`config.mk`:
```
export PLATFORM = sky130hd
export DESIGN_NAME = drift_compensated_timer_bank
export DESIGN_NICKNAME = d
export VERILOG_FILES = /design/src/rtl/dctb_pkg.sv /design/src/rtl/dctb_ram.sv /design/src/rtl/drift_compensated_timer_bank.sv
export VERILOG_INCLUDE_DIRS = /design/src /design/src/rtl
export SDC_FILE = /design/constraint.sdc
export NUM_CORES = 2
export LEC_CHECK = 0
export ABC_CLOCK_PERIOD_IN_PS = 16750
export BUFFER_PORTS_ARGS = -buffer_cell sky130_fd_sc_hd__buf_4
export CORE_AREA = 2 2 532 270
export DETAILED_ROUTE_END_ITERATION = 7
export DIE_AREA = 0 0 534 272
export REMOVE_ABC_BUFFERS = 1
export SLEW_MARGIN = 25
export SYNTH_ARGS = -nofsm -noshare
export SYNTH_HDL_FRONTEND = slang
export SYNTH_HIERARCHICAL = 1
export SYNTH_SLANG_ARGS = --single-unit
```
`constraint.sdc`:
```
create_clock -name i_clk -period 16.75 [get_ports i_clk]
set_input_delay 3.35 -clock i_clk [delete_from_list [all_inputs] [get_ports i_clk]]
set_output_delay 3.35 -clock i_clk [all_outputs]
set_load 0.005 [all_outputs]
```
`src/rtl/drift_compensated_timer_bank_macros.svh`:
```
// ----------------------------------------------------------------------------
// Assertion macros for the timer bank
// Short forms for clocked implication checks disabled while reset is low.
// ----------------------------------------------------------------------------
`ifndef DRIFT_COMPENSATED_TIMER_BANK_MACROS_SVH
`define DRIFT_COMPENSATED_TIMER_BANK_MACROS_SVH

// Same-cycle implication.
`define DCTB_ASSERT_IMP(lbl, ante, cons, msg) \
    lbl: assert property (@(posedge i_clk) disable iff (!i_rst_n) (ante) |-> (cons)) \
        else $error(msg);

// Next-cycle implication.
`define DCTB_ASSERT_NXT(lbl, ante, cons, msg) \
    lbl: assert property (@(posedge i_clk) disable iff (!i_rst_n) (ante) |=> (cons)) \
        else $error(msg);

`endif

```
`src/rtl/dctb_pkg.sv`:
```
// ----------------------------------------------------------------------------
// Timer bank package
// Action codes, conversion constants and the stored timer entry type.
// ----------------------------------------------------------------------------
package dctb_pkg;

    localparam logic [1:0] ACT_START = 2'd0;
    localparam logic [1:0] ACT_STOP  = 2'd1;
    localparam logic [1:0] ACT_TICKS = 2'd2;
    localparam logic [1:0] ACT_SLEEP = 2'd3;

    localparam logic [31:0] START_CLIP_MS = 32'h0012_FFED;
    localparam logic [31:0] START_CLIP_TO = 32'h0000_FFFF;
    localparam logic [31:0] START_MIN_MS  = 32'd100;
    localparam logic [15:0] TICK_MS       = 16'd50;

    // x / 50 == (x * RECIP_50) >> RECIP_SHIFT for every 32-bit x
    localparam logic [31:0] RECIP_50    = 32'h51EB_851F;
    localparam int          RECIP_SHIFT = 36;

    // one timer slot as stored in RAM
    typedef struct packed {
        logic [15:0] remaining;
        logic [15:0] period;
        logic [15:0] drift;
    } t_entry;

    localparam int ENTRY_W = $bits(t_entry);

endpackage

```
`src/rtl/dctb_ram.sv`:
```
// ----------------------------------------------------------------------------
// Generic RAM
// One write port, one read port with registered read data.
// ----------------------------------------------------------------------------
module dctb_ram #(
    parameter int WIDTH = 8,
    parameter int DEPTH = 16
) (
    input  logic                                        i_clk,
    input  logic                                        i_we,
    input  logic [((DEPTH > 1) ? $clog2(DEPTH) : 1)-1:0] i_waddr,
    input  logic [WIDTH-1:0]                            i_wdata,
    input  logic [((DEPTH > 1) ? $clog2(DEPTH) : 1)-1:0] i_raddr,
    output logic [WIDTH-1:0]                            o_rdata
);

    logic [WIDTH-1:0] r_mem [DEPTH];
    logic [WIDTH-1:0] r_rdata;

    always_ff @(posedge i_clk) begin
        if (i_we) begin
            r_mem[i_waddr] <= i_wdata;
        end
        r_rdata <= r_mem[i_raddr];
    end

    assign o_rdata = r_rdata;

endmodule

```
`src/rtl/drift_compensated_timer_bank.sv`:
```
// ----------------------------------------------------------------------------
// Drift-compensated timer bank
// One-shot timers counted in 50 ms ticks with per-timer drift carry.
// ----------------------------------------------------------------------------
// Usage:
//   Input items arrive on s_axis; tuser carries the action (start, stop,
//   advance by ticks, balance slept ms), tdata the slot and time operands.
//   Each expiring timer produces one item on m_axis (index, periods) with
//   tlast on the final expiry caused by that input item.
//   Throughput: one item at a time; s_axis_tready is high only when idle.
//   Start/stop pass through dispatch, RAM read and evaluate, with the ms / 50
//   split first when a start's ms value must be divided; a start or stop that
//   is ignored returns to idle from dispatch. Advance walks every slot (read,
//   evaluate, and emit on expiry, divider first if it overran its period);
//   sleep adds the ms / 50 split up front; m_axis stalls can hold it. Overrun /
//   period runs in one restoring divider (one quotient bit per cycle); ms / 50
//   is a reciprocal multiply. The slot RAM port gives one entry per read.
//   Reset clears the sequencer state, pending flag, output valid and divider
//   count, and marks every slot unwritten, so each reads as idle with zero
//   drift. When m_axis stalls, the block holds in its emit or flush step; one
//   expiry waits in a pending register so tlast can be placed once the walk is complete.
// ----------------------------------------------------------------------------
module drift_compensated_timer_bank #(
    parameter int TIMER_COUNT = 16
) (
    input  logic        i_clk,
    input  logic        i_rst_n,
    input  logic        s_axis_tvalid,
    output logic        s_axis_tready,
    // [3:0] timer_select, [4] callback_valid, [36:5] time_ms,
    // [52:37] elapsed_ticks, [55:53] zero
    input  logic [55:0] s_axis_tdata,
    // [1:0] action
    input  logic [1:0]  s_axis_tuser,
    output logic        m_axis_tvalid,
    input  logic        m_axis_tready,
    // [3:0] expired_timer, [19:4] periods_elapsed, [23:20] zero
    output logic [23:0] m_axis_tdata,
    output logic        m_axis_tlast
);

    import dctb_pkg::*;

    localparam int IW = (TIMER_COUNT > 1) ? $clog2(TIMER_COUNT) : 1;
    localparam logic [IW-1:0] LAST_IDX = IW'(TIMER_COUNT - 1);

    // sequencer states
    localparam logic [3:0] S_IDLE  = 4'd0;
    localparam logic [3:0] S_DISP  = 4'd1;  // decode latched item
    localparam logic [3:0] S_DIV1  = 4'd2;  // ms / 50 by reciprocal multiply
    localparam logic [3:0] S_RD    = 4'd3;  // RAM read issued
    localparam logic [3:0] S_EVAL  = 4'd4;  // entry available, update
    localparam logic [3:0] S_DIV2  = 4'd5;  // overrun / period
    localparam logic [3:0] S_EMIT  = 4'd6;  // write back expired slot
    localparam logic [3:0] S_FLUSH = 4'd7;  // release last pending result
    localparam logic [3:0] S_REM   = 4'd8;  // ticks and leftover ms from quotient

    logic [3:0]  r_state, n_state;
    logic [1:0]  r_act, n_act;
    logic [3:0]  r_sel, n_sel;
    logic        r_cbv, n_cbv;
    logic [31:0] r_ms, n_ms;
    logic [15:0] r_tk, n_tk;
    logic [5:0]  r_msrem, n_msrem;
    logic [27:0] r_q50, n_q50;
    logic [IW-1:0] r_idx, n_idx;
    logic        r_rd_vld, n_rd_vld;
    logic [15:0] r_drift, n_drift;
    logic [15:0] r_periods, n_periods;
    logic        r_pend_vld, n_pend_vld;
    logic [IW-1:0] r_pend_idx, n_pend_idx;
    logic [15:0] r_pend_per, n_pend_per;
    logic        r_out_valid, n_out_valid;
    logic [3:0]  r_out_idx, n_out_idx;
    logic [15:0] r_out_per, n_out_per;
    logic        r_out_last, n_out_last;
    logic [TIMER_COUNT-1:0] r_vld, n_vld;

    // restoring divider for overrun / period
    logic [5:0]  r_dv_cnt, n_dv_cnt;
    logic [31:0] r_dv_q, n_dv_q;
    logic [15:0] r_dv_r, n_dv_r;
    logic [15:0] r_dv_d, n_dv_d;
    logic [16:0] dv_trial;
    logic        dv_ge;

    // ms / 50 split
    logic [63:0] ms_prod;
    logic [31:0] q_x50;
    logic [31:0] ms_left;

    // RAM port
    logic        mem_we;
    t_entry      mem_wdata;
    t_entry      mem_rdata;
    t_entry      ent;

    // scratch
    logic        out_free;
    logic        sel_ok;
    logic [31:0] t_clip;
    logic [15:0] d1, d2, over;
    logic [15:0] drift_add;

    dctb_ram #(
        .WIDTH (ENTRY_W),
        .DEPTH (TIMER_COUNT)
    ) u_slots (
        .i_clk   (i_clk),
        .i_we    (mem_we),
        .i_waddr (r_idx),
        .i_wdata (mem_wdata),
        .i_raddr (r_idx),
        .o_rdata (mem_rdata)
    );

    assign ent      = r_rd_vld ? mem_rdata : '0;  // unwritten slot reads idle
    assign out_free = !r_out_valid || m_axis_tready;
    assign sel_ok   = 32'(r_sel) < 32'(TIMER_COUNT);
    assign t_clip   = (r_ms > START_CLIP_MS) ? START_CLIP_TO : r_ms;
    assign dv_trial = {r_dv_r, r_dv_q[31]};
    assign dv_ge    = dv_trial >= {1'b0, r_dv_d};
    assign drift_add = 16'(r_dv_r * TICK_MS);
    assign ms_prod  = {32'd0, r_ms} * {32'd0, RECIP_50};
    assign q_x50    = {4'd0, r_q50} * {16'd0, TICK_MS};
    assign ms_left  = r_ms - q_x50;

    always_comb begin
        n_state     = r_state;
        n_act       = r_act;
        n_sel       = r_sel;
        n_cbv       = r_cbv;
        n_ms        = r_ms;
        n_tk        = r_tk;
        n_msrem     = r_msrem;
        n_q50       = r_q50;
        n_idx       = r_idx;
        n_rd_vld    = r_rd_vld;
        n_drift     = r_drift;
        n_periods   = r_periods;
        n_pend_vld  = r_pend_vld;
        n_pend_idx  = r_pend_idx;
        n_pend_per  = r_pend_per;
        n_out_valid = r_out_valid && !m_axis_tready;
        n_out_idx   = r_out_idx;
        n_out_per   = r_out_per;
        n_out_last  = r_out_last;
        n_vld       = r_vld;
        n_dv_cnt    = r_dv_cnt;
        n_dv_q      = r_dv_q;
        n_dv_r      = r_dv_r;
        n_dv_d      = r_dv_d;
        mem_we      = 1'b0;
        mem_wdata   = ent;
        d1          = ent.drift;
        d2          = ent.drift;
        over        = '0;

        // divider step
        if (r_dv_cnt != '0) begin
            n_dv_r   = dv_ge ? 16'(dv_trial - {1'b0, r_dv_d}) : dv_trial[15:0];
            n_dv_q   = {r_dv_q[30:0], dv_ge};
            n_dv_cnt = r_dv_cnt - 6'd1;
        end

        case (r_state)
            S_IDLE: begin
                if (s_axis_tvalid) begin
                    n_act   = s_axis_tuser;
                    n_sel   = s_axis_tdata[3:0];
                    n_cbv   = s_axis_tdata[4];
                    n_ms    = s_axis_tdata[36:5];
                    n_tk    = s_axis_tdata[52:37];
                    n_state = S_DISP;
                end
            end
            S_DISP: begin
                n_msrem = '0;
                n_idx   = '0;
                case (r_act)
                    ACT_START: begin
                        n_idx = IW'(r_sel);
                        if (!sel_ok || !r_cbv) begin
                            n_state = S_IDLE;
                        end else if (t_clip < START_MIN_MS) begin
                            n_tk    = 16'd1;
                            n_state = S_RD;
                        end else begin
                            n_ms    = t_clip;
                            n_state = S_DIV1;
                        end
                    end
                    ACT_STOP: begin
                        n_idx   = IW'(r_sel);
                        n_state = sel_ok ? S_RD : S_IDLE;
                    end
                    ACT_TICKS: begin
                        n_state = S_RD;
                    end
                    default: begin  // sleep: split ms into ticks and leftover ms
                        n_state = S_DIV1;
                    end
                endcase
            end
            S_DIV1: begin
                n_q50   = ms_prod[63:RECIP_SHIFT];
                n_state = S_REM;
            end
            S_REM: begin
                n_tk    = r_q50[15:0];
                n_msrem = ms_left[5:0];
                n_state = S_RD;
            end
            S_RD: begin
                n_rd_vld = r_vld[r_idx];
                n_state  = S_EVAL;
            end
            S_EVAL: begin
                case (r_act)
                    ACT_START: begin
                        mem_we              = 1'b1;
                        mem_wdata.remaining = r_tk;
                        mem_wdata.period    = r_tk;
                        if (r_tk > 16'd1 && ent.drift >= TICK_MS) begin
                            mem_wdata.remaining = r_tk - 16'd1;
                            mem_wdata.drift     = ent.drift - TICK_MS;
                        end
                        n_state = S_IDLE;
                    end
                    ACT_STOP: begin
                        mem_we              = 1'b1;
                        mem_wdata.remaining = '0;
                        mem_wdata.period    = '0;
                        n_state             = S_IDLE;
                    end
                    default: begin
                        if (r_act == ACT_SLEEP) begin
                            d1 = ent.drift + 16'(r_msrem);
                            if (d1 >= TICK_MS) begin
                                d1 = d1 - TICK_MS;
                            end
                        end
                        d2   = d1;
                        over = r_tk - ent.remaining;
                        if (r_act == ACT_TICKS && d1 >= TICK_MS) begin
                            over = over + 16'd1;
                            d2   = d1 - TICK_MS;
                        end
                        if (ent.remaining == '0) begin
                            // idle slot: untouched
                            if (r_idx == LAST_IDX) begin
                                n_state = S_FLUSH;
                            end else begin
                                n_idx   = r_idx + 1'b1;
                                n_state = S_RD;
                            end
                        end else if (ent.remaining <= r_tk) begin
                            n_drift   = d2;
                            n_periods = 16'd1;
                            if (ent.period != '0 && over >= ent.period) begin
                                n_dv_q   = {over, 16'd0};
                                n_dv_r   = '0;
                                n_dv_d   = ent.period;
                                n_dv_cnt = 6'd16;
                                n_state  = S_DIV2;
                            end else begin
                                n_state  = S_EMIT;
                            end
                        end else begin
                            mem_we              = 1'b1;
                            mem_wdata.remaining = ent.remaining - r_tk;
                            mem_wdata.drift     = d1;
                            if (r_idx == LAST_IDX) begin
                                n_state = S_FLUSH;
                            end else begin
                                n_idx   = r_idx + 1'b1;
                                n_state = S_RD;
                            end
                        end
                    end
                endcase
            end
            S_DIV2: begin
                if (r_dv_cnt == '0) begin
                    n_periods = 16'd1 + r_dv_q[15:0];
                    n_drift   = r_drift + drift_add;
                    n_state   = S_EMIT;
                end
            end
            S_EMIT: begin
                if (!r_pend_vld || out_free) begin
                    if (r_pend_vld) begin
                        n_out_valid = 1'b1;
                        n_out_idx   = 4'(r_pend_idx);
                        n_out_per   = r_pend_per;
                        n_out_last  = 1'b0;
                    end
                    n_pend_vld  = 1'b1;
                    n_pend_idx  = r_idx;
                    n_pend_per  = r_periods;
                    mem_we      = 1'b1;
                    mem_wdata   = '{remaining: 16'd0, period: 16'd0, drift: r_drift};
                    if (r_idx == LAST_IDX) begin
                        n_state = S_FLUSH;
                    end else begin
                        n_idx   = r_idx + 1'b1;
                        n_state = S_RD;
                    end
                end
            end
            S_FLUSH: begin
                if (!r_pend_vld) begin
                    n_state = S_IDLE;
                end else if (out_free) begin
                    n_out_valid = 1'b1;
                    n_out_idx   = 4'(r_pend_idx);
                    n_out_per   = r_pend_per;
                    n_out_last  = 1'b1;
                    n_pend_vld  = 1'b0;
                    n_state     = S_IDLE;
                end
            end
            default: begin
                n_state = S_IDLE;
            end
        endcase

        if (mem_we) begin
            n_vld[r_idx] = 1'b1;
        end
    end

    always_ff @(posedge i_clk) begin
        if (!i_rst_n) begin
            r_state     <= S_IDLE;
            r_pend_vld  <= 1'b0;
            r_out_valid <= 1'b0;
            r_vld       <= '0;
            r_dv_cnt    <= '0;
        end else begin
            r_state     <= n_state;
            r_pend_vld  <= n_pend_vld;
            r_out_valid <= n_out_valid;
            r_vld       <= n_vld;
            r_dv_cnt    <= n_dv_cnt;
        end
    end

    always_ff @(posedge i_clk) begin
        r_act      <= n_act;
        r_sel      <= n_sel;
        r_cbv      <= n_cbv;
        r_ms       <= n_ms;
        r_tk       <= n_tk;
        r_msrem    <= n_msrem;
        r_q50      <= n_q50;
        r_idx      <= n_idx;
        r_rd_vld   <= n_rd_vld;
        r_drift    <= n_drift;
        r_periods  <= n_periods;
        r_pend_idx <= n_pend_idx;
        r_pend_per <= n_pend_per;
        r_out_idx  <= n_out_idx;
        r_out_per  <= n_out_per;
        r_out_last <= n_out_last;
        r_dv_q     <= n_dv_q;
        r_dv_r     <= n_dv_r;
        r_dv_d     <= n_dv_d;
    end

    assign s_axis_tready = (r_state == S_IDLE);
    assign m_axis_tvalid = r_out_valid;
    assign m_axis_tdata  = {4'd0, r_out_per, r_out_idx};
    assign m_axis_tlast  = r_out_last;

`include "drift_compensated_timer_bank_macros.svh"

    `DCTB_ASSERT_IMP(a_idle_div_quiet, r_state == S_IDLE, r_dv_cnt == '0, "divider busy while idle")
    `DCTB_ASSERT_IMP(a_idle_no_pend, r_state == S_IDLE, !r_pend_vld, "pending expiry left at idle")
    `DCTB_ASSERT_IMP(a_eval_after_rd, r_state == S_EVAL, $past(r_state) == S_RD, "eval without read")
    `DCTB_ASSERT_NXT(a_out_hold, m_axis_tvalid && !m_axis_tready, m_axis_tvalid && $stable(m_axis_tdata) && $stable(m_axis_tlast), "output changed while stalled")
    `DCTB_ASSERT_NXT(a_accept_disp, s_axis_tvalid && s_axis_tready, r_state == S_DISP, "accept lost")

endmodule
```
After elaboration in Yosys (flattened, before gate mapping)
Memory sizes are Yosys's and may differ from the RTL's. A register that Yosys moved wholly into a read port is not among the register bits.
Index checks and enable logic that the tools add are counted.
{"block": "op_classes", "n_mul": 3, "addsub": 14, "bitwise": 3, "n_lt_le_gt_ge": 11, "muxes": 117, "reduce_logical": 34, "n_eq_ne": 27}
{"op": "$mux W16", "n": 37}
{"op": "$mux W32", "n": 11}
{"op": "$pmux W16 S2", "n": 6}
{"op": "$mux W48", "n": 2}
{"op": "$pmux W48 S2", "n": 1}
{"op": "$mux W4", "n": 18}
{"op": "$pmux W32 S2", "n": 1}
{"op": "$mul A32 B31 Y63 const B", "n": 1}
{"op": "$ge A16 B6 Y1 const B", "n": 3}
{"op": "$pmux W16 S3", "n": 1}
{"op": "$sub A16 B16 Y16", "n": 3}
{"op": "$sub A16 B6 Y16 const B", "n": 3}
{"op": "$mux W6", "n": 6}
{"op": "$pmux W4 S9", "n": 1}
{"op": "$gt A32 B21 Y1 const B", "n": 1}
{"op": "$lt A32 B7 Y1 const B", "n": 1}
{"op": "$mul A27 B5 Y5 const B", "n": 1}
{"op": "$ne A2 B2 Y1 const B", "n": 13}
{"op": "$reduce_and A5 Y1", "n": 5}
{"op": "$mux W1", "n": 20}
{"op": "$ge A17 B16 Y1", "n": 1}
{"op": "$add A1 B16 Y16 const A", "n": 1}
{"op": "$add A16 B1 Y16 const B", "n": 1}
{"op": "$add A16 B16 Y16", "n": 1}
{"op": "other kinds (42)", "n": 70}
{"block": "totals", "in_bits": 62, "memories": 1, "output_inout_bits": 27, "ramBits": 768, "ff_bits": 258}
{"memory": "u_slots.r_mem", "words": 16, "word_bits": 48, "read_ports": 1, "rd_clocked_by_memory_dff": 1, "write_ports": 1, "line": "dctb_ram.sv:17", "text": "logic [WIDTH-1:0] r_mem [DEPTH];"}

Logic depth before layout (Yosys ltp)
{"block": "depth", "word_depth": 19, "ltp_mapped": 42, "mapped_depth_nobuf": 35}

Hierarchy
The synthesis kept the hierarchy.
{"module": "drift_compensated_timer_bank", "area_each_um2": 33128.0, "cells_per_inst": 3517, "instances": 1}
{"module": "dctb_ram", "area_each_um2": 29691.0, "cells_per_inst": 1242, "instances": 1}

Worst setup path before layout
OpenSTA, ideal clock, no wires.
{"block": "synth_timing", "path_kind": "input-to-reg", "startpoint": "input port m_axis_tready", "endpoint": "memory u_slots/r_mem[0][0] in the netlist's numbering (enable)", "n_path_buf": 3, "arrival_time_ns": 8.930, "path_slack_ns": 7.307, "setup_time_ns": 0.513, "cell_stages": 11, "cell_sequence": "nor2b_1 clkbuf_1 nand2_1 and3_1 clkbuf_1 a21o_1 clkbuf_1 a21oi_1 clkinv_1 or3b_2 nor3_1"}
{"block": "synth_between", "elab_chain_len": 6}
{"item": "from (decl)", "line": "drift_compensated_timer_bank.sv:36", "text": "input logic m_axis_tready,"}
{"item": "$logic_or A1 B1 Y1", "line": "drift_compensated_timer_bank.sv:118", "text": "assign out_free = !r_out_valid || m_axis_tready;"}
{"item": "$logic_or A1 B1 Y1", "line": "drift_compensated_timer_bank.sv:291", "text": "if (!r_pend_vld || out_free) begin"}
{"item": "$mux W1", "line": "drift_compensated_timer_bank.sv:291"}
{"item": "$pmux W1 S2", "line": "drift_compensated_timer_bank.sv:166", "text": "case (r_state)"}
{"item": "via mem_we", "line": "drift_compensated_timer_bank.sv:93", "text": "logic mem_we;"}
{"item": "$mux W1", "line": "dctb_ram.sv:21", "text": "if (i_we) begin"}
{"item": "$mux W1 (implied by the code)", "line": "dctb_ram.sv:22", "text": "r_mem[i_waddr] <= i_wdata;"}
{"item": "to (decl)", "line": "dctb_ram.sv:17"}
The timed path passes the listed nets, and every way through them passes these cells.

Worst setup path in the final report
{"block": "layout_timing", "startpoint": "register r_rd_vld", "endpoint": "register r_dv_r[15]"}
{"block": "layout_between", "elab_chain_len": 19}
{"item": "from (decl)", "line": "drift_compensated_timer_bank.sv:67", "text": "logic r_rd_vld, n_rd_vld;"}
{"item": "from (signal assigned)", "line": "drift_compensated_timer_bank.sv:358", "text": "r_rd_vld <= n_rd_vld;"}
{"item": "$mux W48 (*)", "line": "drift_compensated_timer_bank.sv:117", "text": "assign ent = r_rd_vld ? mem_rdata : '0;"}
{"item": "$add A16 B6 Y16", "line": "drift_compensated_timer_bank.sv:238", "text": "d1 = ent.drift + 16'(r_msrem);"}
{"item": "$sub A16 B6 Y16 or $ge A16 B6 Y1 (tied branches)", "line": "drift_compensated_timer_bank.sv:240, drift_compensated_timer_bank.sv:239"}
{"item": "$mux W16", "line": "drift_compensated_timer_bank.sv:239", "text": "if (d1 >= TICK_MS) begin"}
{"item": "$mux W16", "line": "drift_compensated_timer_bank.sv:237", "text": "if (r_act == ACT_SLEEP) begin"}
{"item": "$mux W16", "line": "drift_compensated_timer_bank.sv:219", "text": "case (r_act)"}
{"item": "$mux W16", "line": "drift_compensated_timer_bank.sv:166"}
{"item": "$ge A16 B6 Y1", "line": "drift_compensated_timer_bank.sv:245", "text": "if (r_act == ACT_TICKS && d1 >= TICK_MS) begin"}
{"item": "(+4 left out)"}
{"item": "$ge A16 B16 Y1", "line": "drift_compensated_timer_bank.sv:260", "text": "if (ent.period != '0 && over >= ent.period) begin"}
{"item": "$logic_and A1 B1 Y1", "line": "drift_compensated_timer_bank.sv:260"}
{"item": "$mux W16", "line": "drift_compensated_timer_bank.sv:260"}
{"item": "$mux W16", "line": "drift_compensated_timer_bank.sv:257", "text": "end else if (ent.remaining <= r_tk) begin"}
{"item": "$mux W16 (*)", "line": "drift_compensated_timer_bank.sv:249", "text": "if (ent.remaining == '0) begin"}
{"item": "$mux W16 (*)", "line": "drift_compensated_timer_bank.sv:219"}
{"item": "$mux W16 (*)", "line": "drift_compensated_timer_bank.sv:166"}
{"item": "via n_dv_r[15]", "line": "drift_compensated_timer_bank.sv:82", "text": "logic [15:0] r_dv_r, n_dv_r;"}
{"item": "to (signal assigned)", "line": "drift_compensated_timer_bank.sv:367", "text": "r_dv_r <= n_dv_r;"}
{"item": "to (decl)", "line": "drift_compensated_timer_bank.sv:82"}
The timed path passes the listed nets; every way through them passes the cells marked *. The select of a mux whose other input is x is not followed.
A chain may end at the register's enable or synchronous reset.

==> impl_metrics.tcl <==
set metrics [dict create \
    ctsResizeCount 0 \
    setup_viol 0 \
    io_pins 89 \
    drive_above_1_share_pct 12.4 \
    core_sq_mm 0.141 \
    antenna_found_initial 3 \
    cts_tree "done" \
    worst_slew_pin_slew_ns 1.18 \
    syn_area_per_cell_sq_um 13.2 \
    required_ns 17.30 \
    place_hpwl_mm 137 \
    crit_type "reg -> reg" \
    drc 0 \
    syn_area_sq_mm 0.0628 \
    max_slew_margin_pct 21.3 \
    cp-start-kind "flip-flop" \
    finalCriticalPeriod_ns 10.44 \
    synth.top_cell.area_share_pct 44.9 \
    ys_warn_count 6 \
    clock_skew_ns 0.0567 \
    grt.total_usage_pct 25.9 \
    max_freq_mhz 95.8 \
    path_max_fanout 60 \
    clk_latency_ns 0.73 \
    slowest_delay_ns 0.72 \
    end_kind "flip-flop" \
    place_congestion 1.01 \
    drt-pass1-iter-count 6 \
    postSynthCellCount 4759 \
    root_buffer "clkbuf_16" \
    grt_max_degree 68 \
    synth_flop_cell "edfxtp_1" \
    clk_pin_slew_ns 0.07 \
    chipWidth_microns 534 \
    slew_viol_final 0 \
    wire_per_inst_microns 27.4 \
    hold_path.class "reg -> reg" \
    crit_top_cell "a21o_1" \
    synth_top_area_cell "edfxtp_1" \
    area_delta_synth_final_pct 10.4 \
    n_fill_cell 12200 \
    grt_overflow 0 \
    multi_input_area_sq_mm 0.0292 \
    initial_core_util_pct 44.5 \
    synth_edf_count 939 \
    synthArstFlopShare_pct 0 \
    cts.sinks 1063 \
    rsz0062_at_grt "false" \
    cp_data_arrival_time_ns 10.99 \
    yosysSeqAreaShare_pct 48.8 \
    hold_viol 0 \
    drv_cap 0 \
    rows 98 \
    seq_area_sq_mm 0.0307 \
    h-tree-depth 3 \
    nets 5777 \
    routed-via-count 39600 \
    grt_first_pass_wirelength_mm 273 \
    status "completed" \
    ant_nets 0 \
    holdBufCountCts 0 \
    ys_types 91 \
    cts_inserted_buffers 93 \
    synth-seq-cells 1063 \
    numPortBuffers 81 \
    die_area_sq_mm 0.145 \
    grt_pass1_vias 38600 \
    first_iter_violations 4492 \
    cts_buffer_depth 3 \
    die_y_microns 272 \
    wl_mm 187 \
    cpMaxStageDelayCell "a311oi_2" \
    period_share_pct 62.3 \
    fin_setup_tns_ns 0 \
    via_per_inst 5.79 \
    ys_top_cells_by_area "edfxtp_1 45%, fa_1 12%, ha_1 9.4%, mux4_2 7.1%, inv_1 4.0%" \
    cts_setup_buffers 0 \
]
==> state kept, by name, indices dropped and copies added, names as in the netlist, 2 cells and up <==
name	cells
r_idx	4
r_vld	16
r_state	4
r_pend_idx	4
r_dv_r	16
r_msrem	6
u_slots/o_rdata	48
r_tk	16
u_slots/r_mem	768
r_dv_d	16
r_act	2
r_out_idx	4
r_drift	16
r_dv_q	32
r_q50	16
r_periods	16
r_out_per	16
r_pend_per	16
r_dv_cnt	6
r_ms	32
r_sel	4
==> cells by family (layout without fill, tap and decap cells) <==
| logic type | after synthesis | in the layout | share of synthesized area (%) |
|---|---|---|---|
| DFF | 1063 | 1063 | 48.8 |
| buffers and inverters | 856 | 1029 | 5.29 |
| xor gates and xnor gates | 171 | 171 | 2.38 |
| muxes | 221 | 221 | 7.46 |
| other | 1 | 5 | 0.00597 |
| adders and majority gates | 861 | 861 | 21.8 |
| and+or+nand+nor | 840 | 840 | 6.27 |
| AOI/OAI and AO/OA | 746 | 746 | 8.00 |
==> cell usage after synthesis, drive strengths merged (16+ instances only) <==
cell	number
nor4	25
edfxtp	939
a21oi	175
nand2	367
inv	669
o31ai	24
a21o	79
o21ai	103
ha	474
or3	17
mux2i	18
a221oi	22
nand2b	26
buf	63
nand4	25
and3	16
nor2	147
o22ai	39
xor2	49
nor3	39
a211oi	48
clkbuf	122
mux4	197
nand3	72
a31oi	17
and2	28
dfxtp	124
a22oi	110
nor2b	36
xnor2	122
o21bai	22
fa	386
==> critical path: cells and delay by family (launching register included) <==
family                   cells  cell delay, ns
AO/OA/AOI/OAI               18            4.50
adder cells (fa/ha/maj)      2            0.62
buffers and inverters        5            2.09
flip-flops                   1            0.34
multiplexers                 1            0.38
AND/OR/NAND/NOR              7            2.19
==> layout by cell type, fill, tap and decap left out, types with 21 or more instances in the layout <==
cell and n:
edfxtp_1 939, inv_1 669, ha_1 474, fa_1 386, nand2_1 365, mux4_2 197
buf_4 177, a21oi_1 174, nor2_1 131, dfxtp_1 124, xnor2_1 121, a22oi_1 110
o21ai_0 99, clkbuf_16 95, a21o_1 79, nand3_1 71, xor2_1 49, a211oi_1 47
nor2b_1 34, nor3_1 34, nand2b_1 26, nand4_1 25, and2_1 25, o31ai_1 23
o21bai_1 22, nor4_1 21
==> layer usage <==
metal  vias up  share of wire, %  global-route usage [%]
met3       147                14                    11.0
met5         -                 0                       0
li1      17300                 -                       -
met4         0               1.1                    3.11
met1     20200                51                    44.1
met2      1962                34                    29.5
==> final cells by class <==
class                      instances  area share (%)
sequential                      1063            44.2
multi-input combinational       2843            42.1
clock buffer                     122            3.70
inverter                         671            3.63
tap                             1900            3.43
timing repair buffer             183            2.06
clock inverter                    53           0.803
antenna                            1         0.00361
==> path summary, 6_finish.rpt <==
path	start	endpoint	slack, ns	cells after the start
setup / recovery	r_rd_vld	r_dv_r[15]	6.31	33
hold / removal	r_pend_per[13]	r_out_per[13]	0.42	0
setup reg to reg	r_rd_vld	r_dv_r[15]	6.31	33
hold reg to reg	r_pend_per[13]	r_out_per[13]	0.42	0
==> stage by stage <==
step / std cells / hold WS (ns) / worst slack (ns) / util (%) / cell area (sq um)
after floorplan: 4577 / 0.400 / 1.91 / - / 62000
after CTS: 6833 / 0.420 / 6.72 / 49.1 / 69200
after global routing: 6835 / 0.425 / 5.76 / 49.1 / 69300
after global placement: 6655 / 0.402 / 6.70 / 46.7 / 66000
after detailed placement: 6658 / 0.405 / 6.78 / 46.8 / 66100
final: 6836 / 0.417 / 6.31 / 49.1 / 69300
Power is not shown: default switching activity piles up to over one toggle a cycle in this logic, so the estimate is an artifact.
